`src/sv/mp_pkg.sv`:
```
// Package for the multiplicative persistence unit.
// Holds the shared widths, constants and the control state type.
// No dependencies.
`timescale 1ns / 1ps

package mp_pkg;

    // Width of the binary value that is worked on in each round.
    localparam int ValueW    = 63;
    // One decimal digit in BCD.
    localparam int DigitW    = 4;
    // Decimal digits needed for any value below 2^63.
    localparam int BcdDigits = 19;
    localparam int BcdW      = BcdDigits * DigitW;
    // Width of the round count.
    localparam int CountW    = 4;

    // Counter width for the bit-serial conversion (one input bit per cycle).
    localparam int ConvCntW  = $clog2(ValueW);

    localparam logic [CountW-1:0] CountMax = 4'd15;
    // Largest persistence reachable for a 63-bit input.
    localparam logic [CountW-1:0] PersMax  = 4'd11;
    // Values below this are a single decimal digit.
    localparam logic [ValueW-1:0] Radix    = ValueW'(10);

    // Control states of the top-level sequencer.
    typedef enum logic [2:0] {
        S_IDLE,
        S_CHECK,
        S_CONV,
        S_MULT,
        S_DONE
    } t_mp_state;

endpackage

```
`src/sv/mp_bcd_conv.sv`:
```
// Bit-serial binary to BCD converter (shift and add 3), one input bit per cycle.
// Depends on mp_pkg for the value and BCD widths.
`timescale 1ns / 1ps

module mp_bcd_conv import mp_pkg::*; (
    input  logic              i_clk,
    input  logic              i_rst_n,
    input  logic              i_start,
    input  logic [ValueW-1:0] i_value,
    output logic              o_done,
    output logic [BcdW-1:0]   o_bcd
);

    logic [ValueW-1:0]   r_shift, n_shift;
    logic [BcdW-1:0]     r_bcd, n_bcd;
    logic [ConvCntW-1:0] r_cnt, n_cnt;
    logic                r_busy, n_busy;
    logic                r_done, n_done;
    logic [BcdW-1:0]     w_adj;

    // Add 3 to every BCD digit of 5 or more before the next shift.
    always_comb begin
        for (int d = 0; d < BcdDigits; d++) begin
            if (r_bcd[d*DigitW +: DigitW] >= 4'd5) begin
                w_adj[d*DigitW +: DigitW] = r_bcd[d*DigitW +: DigitW] + 4'd3;
            end else begin
                w_adj[d*DigitW +: DigitW] = r_bcd[d*DigitW +: DigitW];
            end
        end
    end

    // Load on start, then move one bit from the binary side into the BCD side.
    always_comb begin
        n_shift = r_shift;
        n_bcd   = r_bcd;
        n_cnt   = r_cnt;
        n_busy  = r_busy;
        n_done  = 1'b0;
        if (i_start) begin
            n_shift = i_value;
            n_bcd   = '0;
            n_cnt   = '0;
            n_busy  = 1'b1;
        end else if (r_busy) begin
            n_bcd   = {w_adj[BcdW-2:0], r_shift[ValueW-1]};
            n_shift = {r_shift[ValueW-2:0], 1'b0};
            n_cnt   = r_cnt + 1'b1;
            if (r_cnt == ConvCntW'(ValueW - 1)) begin
                n_busy = 1'b0;
                n_done = 1'b1;
            end
        end
    end

    // Control state is reset; the data path is not.
    always_ff @(posedge i_clk) begin
        if (!i_rst_n) begin
            r_busy <= 1'b0;
            r_done <= 1'b0;
            r_cnt  <= '0;
        end else begin
            r_busy <= n_busy;
            r_done <= n_done;
            r_cnt  <= n_cnt;
        end
    end

    always_ff @(posedge i_clk) begin
        r_shift <= n_shift;
        r_bcd   <= n_bcd;
    end

    assign o_done = r_done;
    assign o_bcd  = r_bcd;

endmodule

```
`src/sv/mp_digit_mult.sv`:
```
// Digit-serial product of BCD digits, one decimal digit per cycle.
// Depends on mp_pkg for the value and BCD widths.
`timescale 1ns / 1ps

module mp_digit_mult import mp_pkg::*; (
    input  logic              i_clk,
    input  logic              i_rst_n,
    input  logic              i_start,
    input  logic [BcdW-1:0]   i_bcd,
    output logic              o_done,
    output logic [ValueW-1:0] o_product
);

    logic [BcdW-1:0]          r_digits, n_digits;
    logic [ValueW-1:0]        r_prod, n_prod;
    logic                     r_busy, n_busy;
    logic                     r_done, n_done;
    logic [ValueW+DigitW-1:0] w_full;

    // Product times the lowest remaining digit: a 63 by 4 bit multiply.
    assign w_full = r_prod * r_digits[DigitW-1:0];

    // Leading zero digits are not digits of the number, so the walk stops
    // as soon as nothing is left above the current position.
    always_comb begin
        n_digits = r_digits;
        n_prod   = r_prod;
        n_busy   = r_busy;
        n_done   = 1'b0;
        if (i_start) begin
            n_digits = i_bcd;
            n_prod   = ValueW'(1);
            n_busy   = 1'b1;
        end else if (r_busy) begin
            if (r_digits == '0) begin
                n_busy = 1'b0;
                n_done = 1'b1;
            end else begin
                n_prod   = w_full[ValueW-1:0];
                n_digits = {{DigitW{1'b0}}, r_digits[BcdW-1:DigitW]};
            end
        end
    end

    always_ff @(posedge i_clk) begin
        if (!i_rst_n) begin
            r_busy <= 1'b0;
            r_done <= 1'b0;
        end else begin
            r_busy <= n_busy;
            r_done <= n_done;
        end
    end

    always_ff @(posedge i_clk) begin
        r_digits <= n_digits;
        r_prod   <= n_prod;
    end

    assign o_done    = r_done;
    assign o_product = r_prod;

endmodule

```
`src/sv/multiplicative_persistence_unit.sv`:
```
// Multiplicative persistence unit.
// Input channel: i_in_valid / o_in_ready with i_start_value (63 bits).
// Output channel: o_out_valid / i_out_ready with o_persistence (4 bits), one
// result per request, in request order.
// A request is taken only while the sequencer is idle; one item is worked on
// at a time. Each round converts the value to BCD one bit per cycle, then
// multiplies its decimal digits one digit per cycle. An item takes at most
// eleven rounds; a single-digit input takes none.
// The bit-serial BCD conversion sets the pace of every round.
// The result sits in an output register. While it waits, the next request
// is already accepted and worked on; a finished result then waits in the
// done state until the output register is free.
// Reset (synchronous, active low) drops any item in flight and clears the
// output valid; the block is ready from the first cycle after reset is
// released and never accepts a request while reset is held.
// Depends on mp_pkg, mp_bcd_conv and mp_digit_mult.
`timescale 1ns / 1ps

module multiplicative_persistence_unit import mp_pkg::*; (
    input  logic              i_clk,
    input  logic              i_rst_n,
    input  logic              i_in_valid,
    output logic              o_in_ready,
    input  logic [ValueW-1:0] i_start_value,
    output logic              o_out_valid,
    input  logic              i_out_ready,
    output logic [CountW-1:0] o_persistence
);

    t_mp_state          r_state, n_state;
    logic [ValueW-1:0]  r_value, n_value;
    logic [CountW-1:0]  r_count, n_count;
    logic               r_out_valid, n_out_valid;
    logic [CountW-1:0]  r_out_pers, n_out_pers;

    logic               w_accept;
    logic               w_conv_start;
    logic               w_conv_done;
    logic [BcdW-1:0]    w_bcd;
    logic               w_mult_start;
    logic               w_mult_done;
    logic [ValueW-1:0]  w_product;

    assign w_accept = i_in_valid && o_in_ready;

    // Digit extraction and digit product units.
    mp_bcd_conv u_conv (
        .i_clk   (i_clk),
        .i_rst_n (i_rst_n),
        .i_start (w_conv_start),
        .i_value (r_value),
        .o_done  (w_conv_done),
        .o_bcd   (w_bcd)
    );

    mp_digit_mult u_mult (
        .i_clk     (i_clk),
        .i_rst_n   (i_rst_n),
        .i_start   (w_mult_start),
        .i_bcd     (w_bcd),
        .o_done    (w_mult_done),
        .o_product (w_product)
    );

    // Sequencer: check for a single digit, convert, multiply, repeat; then hand the count to the output.
    always_comb begin
        n_state      = r_state;
        n_value      = r_value;
        n_count      = r_count;
        n_out_valid  = r_out_valid;
        n_out_pers   = r_out_pers;
        o_in_ready   = 1'b0;
        w_conv_start = 1'b0;
        w_mult_start = 1'b0;

        if (r_out_valid && i_out_ready) begin
            n_out_valid = 1'b0;
        end

        unique case (r_state)
            S_IDLE: begin
                o_in_ready = i_rst_n;
                if (i_in_valid) begin
                    n_value = i_start_value;
                    n_count = '0;
                    n_state = S_CHECK;
                end
            end
            S_CHECK: begin
                if (r_value < Radix) begin
                    n_state = S_DONE;
                end else begin
                    w_conv_start = 1'b1;
                    if (r_count != CountMax) begin
                        n_count = r_count + 1'b1;
                    end
                    n_state = S_CONV;
                end
            end
            S_CONV: begin
                if (w_conv_done) begin
                    w_mult_start = 1'b1;
                    n_state      = S_MULT;
                end
            end
            S_MULT: begin
                if (w_mult_done) begin
                    n_value = w_product;
                    n_state = S_CHECK;
                end
            end
            S_DONE: begin
                if (!r_out_valid || i_out_ready) begin
                    n_out_valid = 1'b1;
                    n_out_pers  = r_count;
                    n_state     = S_IDLE;
                end
            end
            default: begin
                n_state = S_IDLE;
            end
        endcase
    end

    always_ff @(posedge i_clk) begin
        if (!i_rst_n) begin
            r_state     <= S_IDLE;
            r_out_valid <= 1'b0;
        end else begin
            r_state     <= n_state;
            r_out_valid <= n_out_valid;
        end
    end

    always_ff @(posedge i_clk) begin
        r_value    <= n_value;
        r_count    <= n_count;
        r_out_pers <= n_out_pers;
    end

    assign o_out_valid   = r_out_valid;
    assign o_persistence = r_out_pers;

`ifndef SYNTHESIS
    // No input in range has a persistence above eleven.
    a_pers_range: assert property (@(posedge i_clk) disable iff (!i_rst_n)
        o_out_valid |-> (o_persistence <= PersMax))
        else $error("persistence above the reachable maximum");

    // An accepted request starts a fresh count at the single-digit check.
    a_accept_start: assert property (@(posedge i_clk) disable iff (!i_rst_n)
        w_accept |=> (r_state == S_CHECK) && (r_count == '0))
        else $error("accepted request did not start at the check state");

    // The converter only finishes while the sequencer waits for it.
    a_conv_owner: assert property (@(posedge i_clk) disable iff (!i_rst_n)
        w_conv_done |-> (r_state == S_CONV))
        else $error("conversion finished outside the conversion state");

    // A finished product always goes back to the single-digit check.
    a_mult_back: assert property (@(posedge i_clk) disable iff (!i_rst_n)
        (r_state == S_MULT) && w_mult_done |=> (r_state == S_CHECK))
        else $error("product did not return to the check state");
`endif

endmodule

```
`config.mk`:
```
export PLATFORM = sky130hd
export DESIGN_NAME = multiplicative_persistence_unit
export DESIGN_NICKNAME = d
export VERILOG_FILES = /design/src/sv/mp_pkg.sv /design/src/sv/mp_bcd_conv.sv /design/src/sv/mp_digit_mult.sv /design/src/sv/multiplicative_persistence_unit.sv
export SDC_FILE = /design/constraint.sdc
export NUM_CORES = 1
export LEC_CHECK = 0
export ABC_AREA = 1
export BUFFER_PORTS_ARGS = -buffer_cell sky130_fd_sc_hd__buf_2
export CAP_MARGIN = 30
export CORE_MARGIN = 2
export CORE_UTILIZATION = 50
export DETAILED_ROUTE_END_ITERATION = 10
export GPL_TIMING_DRIVEN = 0
export PLACE_DENSITY = 0.7
export SYNTH_ARGS = -nofsm -noshare
export SYNTH_HDL_FRONTEND = slang
export SYNTH_SLANG_ARGS = --single-unit
```
`constraint.sdc`:
```
create_clock -name i_clk -period 4.1 [get_ports i_clk]
set_input_delay 0.82 -clock i_clk [delete_from_list [all_inputs] [get_ports i_clk]]
set_output_delay 0.82 -clock i_clk [all_outputs]
set_load 0.01 [all_outputs]
```
==> reports/qor.csv <==
stage;metric;value;unit
critical_path;path_max_fanout;10;
placed_design;preCtsSetupSlack;-1.04;ns
yosys;synth_area_leaders;edfxtp_1, nand2_1, inv_1;
timing;setup_viol;0;
global_routing;grt_pass1_wl;119;mm
yosys;yosysMostFrequentCell;nand2_1;
cts;cts.sinks;363;
min_path;min-delay-start;u_conv.o_bcd[11]$_SDFFE_PP0P_;
yosys;synthesis.nets;4028;
timing;period_share;96.9;%
timing;fin_setup_tns;0;ns
timing;fin_skew;0.0417;ns
critical_path;reg2reg_to;u_mult.o_product[52]$_SDFFE_PP0P_;
timing;clock.fmax;252;MHz
cts;cts_hold_buf;0;
die;dieWidth;234;um
drt;drt-total-wl;76.1;mm
global_routing;grt-ovfl-total;0;
min_path;min_to;u_conv.o_bcd[11]$_SDFFE_PP0P_;
job;maxCapViolCount;0;
global_routing;grt_antenna_before_repair;1;
critical_path;regToRegSetupSlack;0.13;ns
global_routing;grt_pass1_vias;22230;
die;rows;84;
timing;rsz0062_at_grt;true;
min_path;hp-class;register to register;
yosys;synth_top_cell_area_share;23.9;%
power;p_per_area;413;mW/mm2
cts;clock_latency;0.58;ns
yosys;synth_common_cells;nand2_1, inv_1, o21ai_0, edfxtp_1, nor2_1;
drt;first_pass_iters;5;
critical_path;start_kind;register;
placed_design;dp_hpwl;60.2;mm
drt;first_iter_violations;1843;
timing;finalHoldViolCount;0;
timing;finalWorstSetupSlack;0.126;ns
cells_and_area;insertedDiodeCount;0;
yosys;synth_area_per_cell;7.07;um2
critical_path;crit_arrival;4.43;ns
yosys;syn-instance-count;3738;
yosys;ys_warn_count;0;
global_routing;grt_use_total;28.3;%
global_routing;grt_max_degree;73;
timing;tightest_slew;0.954;ns
yosys;synth_seq_cells;363;
drt;wire_per_inst;16.6;um
timing;slew_viol_final;0;
drt;via_per_inst;5.10;
cts;cts_made_buffers;40;
yosys;synth-seq-area-share;35.5;%
critical_path;r2r-start;u_mult.r_digits[3]$_DFFE_PP_;
cts;cts_tree;yes;
yosys;synth_cell_types;39;
cts;root_buffer;clkbuf_16;
die;start_util;50.4;%
die;boundaryPins;73;
cells_and_area;drive_gt1_share;8.39;%
power;peakVddDrop;0.316;mV
die;dieArea;0.0547;mm2
timing;slew_headroom;36.4;%
cells_and_area;area_growth_syn_to_layout;11.6;%
timing;min_period;3.97;ns
status;run_status;finished, final reports clean;
critical_path;cp-end-kind;register;
yosys;synth_area;0.0264;mm2
cells_and_area;fin_util;56.2;%
critical_path;reg2reg_depth;24;
cts;clkTransAtPathRegs;0.06;ns
drt;drc;0;
cts;cts_max_level;2;
die;fp.dieH;234;um
yosys;synth_top_area_cell;edfxtp_1;
drt;via_count;23328;
critical_path;path_class;register to register;
cells_and_area;fin_nets;4145;
placed_design;port_buffers;72;
yosys;ys.flop_type;edfxtp_1;
power;total_power;12200;uW
drt;ant_nets;0;
die;coreArea;0.0524;mm2
power;leakagePower;0.0155;uW
yosys;synthArstFlopShare;0;%
yosys;synth_edf_count;210;
cts;clockBufferDepth;3;
min_path;min_path_cells;2;
critical_path;required;4.56;ns
placed_design;gp_congestion;1.01;
[cell families after synthesis]
logic type / after synthesis / share of synthesized area [%]
multiplexers: 11 / 0.469
adder cells (fa/ha/maj): 223 / 13.9
AND/OR/NAND/NOR: 1562 / 23.6
flip-flops: 363 / 35.5
AO/OA/AOI/OAI: 494 / 9.74
buffers and inverters: 1031 / 15.0
XOR/XNOR: 54 / 1.79
[repair_timing]
action | 4_1_cts | 5_1_grt
buffers inserted | 0 | 1
resized for setup | 46 | 123
gates cloned | 0 | 0
setup endpoints to repair | 58 | 43
pin swaps | 0 | 3
[final cells by class]
| cell class | count | area [um2] |
|---|---|---|
| fillers | 5051 | 23000 |
| multi-input cells | 2344 | 13500 |
| flip-flops and latches | 363 | 9370 |
| inverters | 923 | 3470 |
| clock buffers | 60 | 1220 |
| well taps | 688 | 861 |
| plain buffers | 108 | 563 |
| repair buffers | 75 | 415 |
| clock inverters | 14 | 116 |
[sequential cells by signal, summed over array words and instances (netlist names)]
register          count
o_persistence         4
u_conv.r_cnt          6
r_value              63
r_state               3
u_conv.r_shift       63
u_mult.r_digits      76
u_mult.o_done         1
u_conv.r_busy         1
o_out_valid           1
r_count               4
u_mult.r_busy         1
u_conv.o_done         1
u_conv.o_bcd         76
u_mult.o_product     63
[worst max path at each step]
stage                                   endpoint  slack (ns)                          from  cells after the start
2_1_floorplan  u_mult.o_product[62]$_SDFFE_PP0P_        0.51  u_mult.r_digits[3]$_DFFE_PP_                     23
3_3_place_gp   u_mult.o_product[61]$_SDFFE_PP0P_       -1.04  u_mult.r_digits[3]$_DFFE_PP_                     22
3_5_place_dp   u_mult.o_product[61]$_SDFFE_PP0P_       -1.04  u_mult.r_digits[3]$_DFFE_PP_                     22
4_1_cts        u_mult.o_product[59]$_SDFFE_PP0P_       -0.02  u_mult.r_digits[3]$_DFFE_PP_                     24
5_1_grt        u_mult.o_product[61]$_SDFFE_PP0P_       -0.04  u_mult.r_digits[1]$_DFFE_PP_                     23
6_report       u_mult.o_product[52]$_SDFFE_PP0P_        0.13  u_mult.r_digits[3]$_DFFE_PP_                     24
[per-stage QoR]
| step | cell area (um2) | cells | hold WS [ns] |
|---|---|---|---|
| CTS | 29200 | 4574 | 0.482 |
| global route | 29500 | 4575 | 0.498 |
| floorplan | 26400 | 3738 | 0.452 |
| detailed placement | 27700 | 4500 | 0.472 |
| global placement | 27600 | 4498 | 0.466 |
| finish | 29500 | 4575 | 0.478 |
[placed cells by master (no fill, tap or decap), drive strengths merged, types with 41 or more instances in the layout]
master | synthesis | routed
o21ai | 266 | 266
clkbuf | 57 | 106
fa | 119 | 119
inv | 923 | 924
nand2 | 1172 | 1172
ha | 104 | 104
a21oi | 183 | 183
edfxtp | 210 | 210
buf | 51 | 137
nand4 | 41 | 41
dfxtp | 153 | 153
nand3 | 119 | 119
nor2 | 186 | 186
[power by group]
part	total, uW	switching (uW)	internal, uW
Clock	3650	1510	2130
Sequential	5560	446	5110
Combinational	2980	2100	876
Total	12200	4070	8120
[layer usage]
metal	GRT usage [%]	vias up	routed length [um]
met2	47.8	713	36000
met3	3.92	174	4510
met4	13.3	0	3960
met5	0	-	0
li1	-	11611	-
met1	35.8	10830	31700
[worst max-delay path, cell delays in order (launching register included)]
cell and delay [ns]:
edfxtp_1 0.38, buf_6 0.15, buf_4 0.19, buf_6 0.18, nand2_1 0.08, inv_1 0.06, fa_1 0.54, inv_1 0.06
fa_1 0.53, inv_1 0.04, ha_2 0.31, nand2_1 0.08, nand2_1 0.07, nand2_1 0.10, nand2_1 0.06, nand2_1 0.07
nand3_2 0.14, nand2_1 0.09, nand2_1 0.15, nand2_1 0.16, nand3_1 0.08, nand2_1 0.07, nand3_1 0.14, nand2_1 0.09
inv_1 0.04
(Power assumes the default switching activity.)
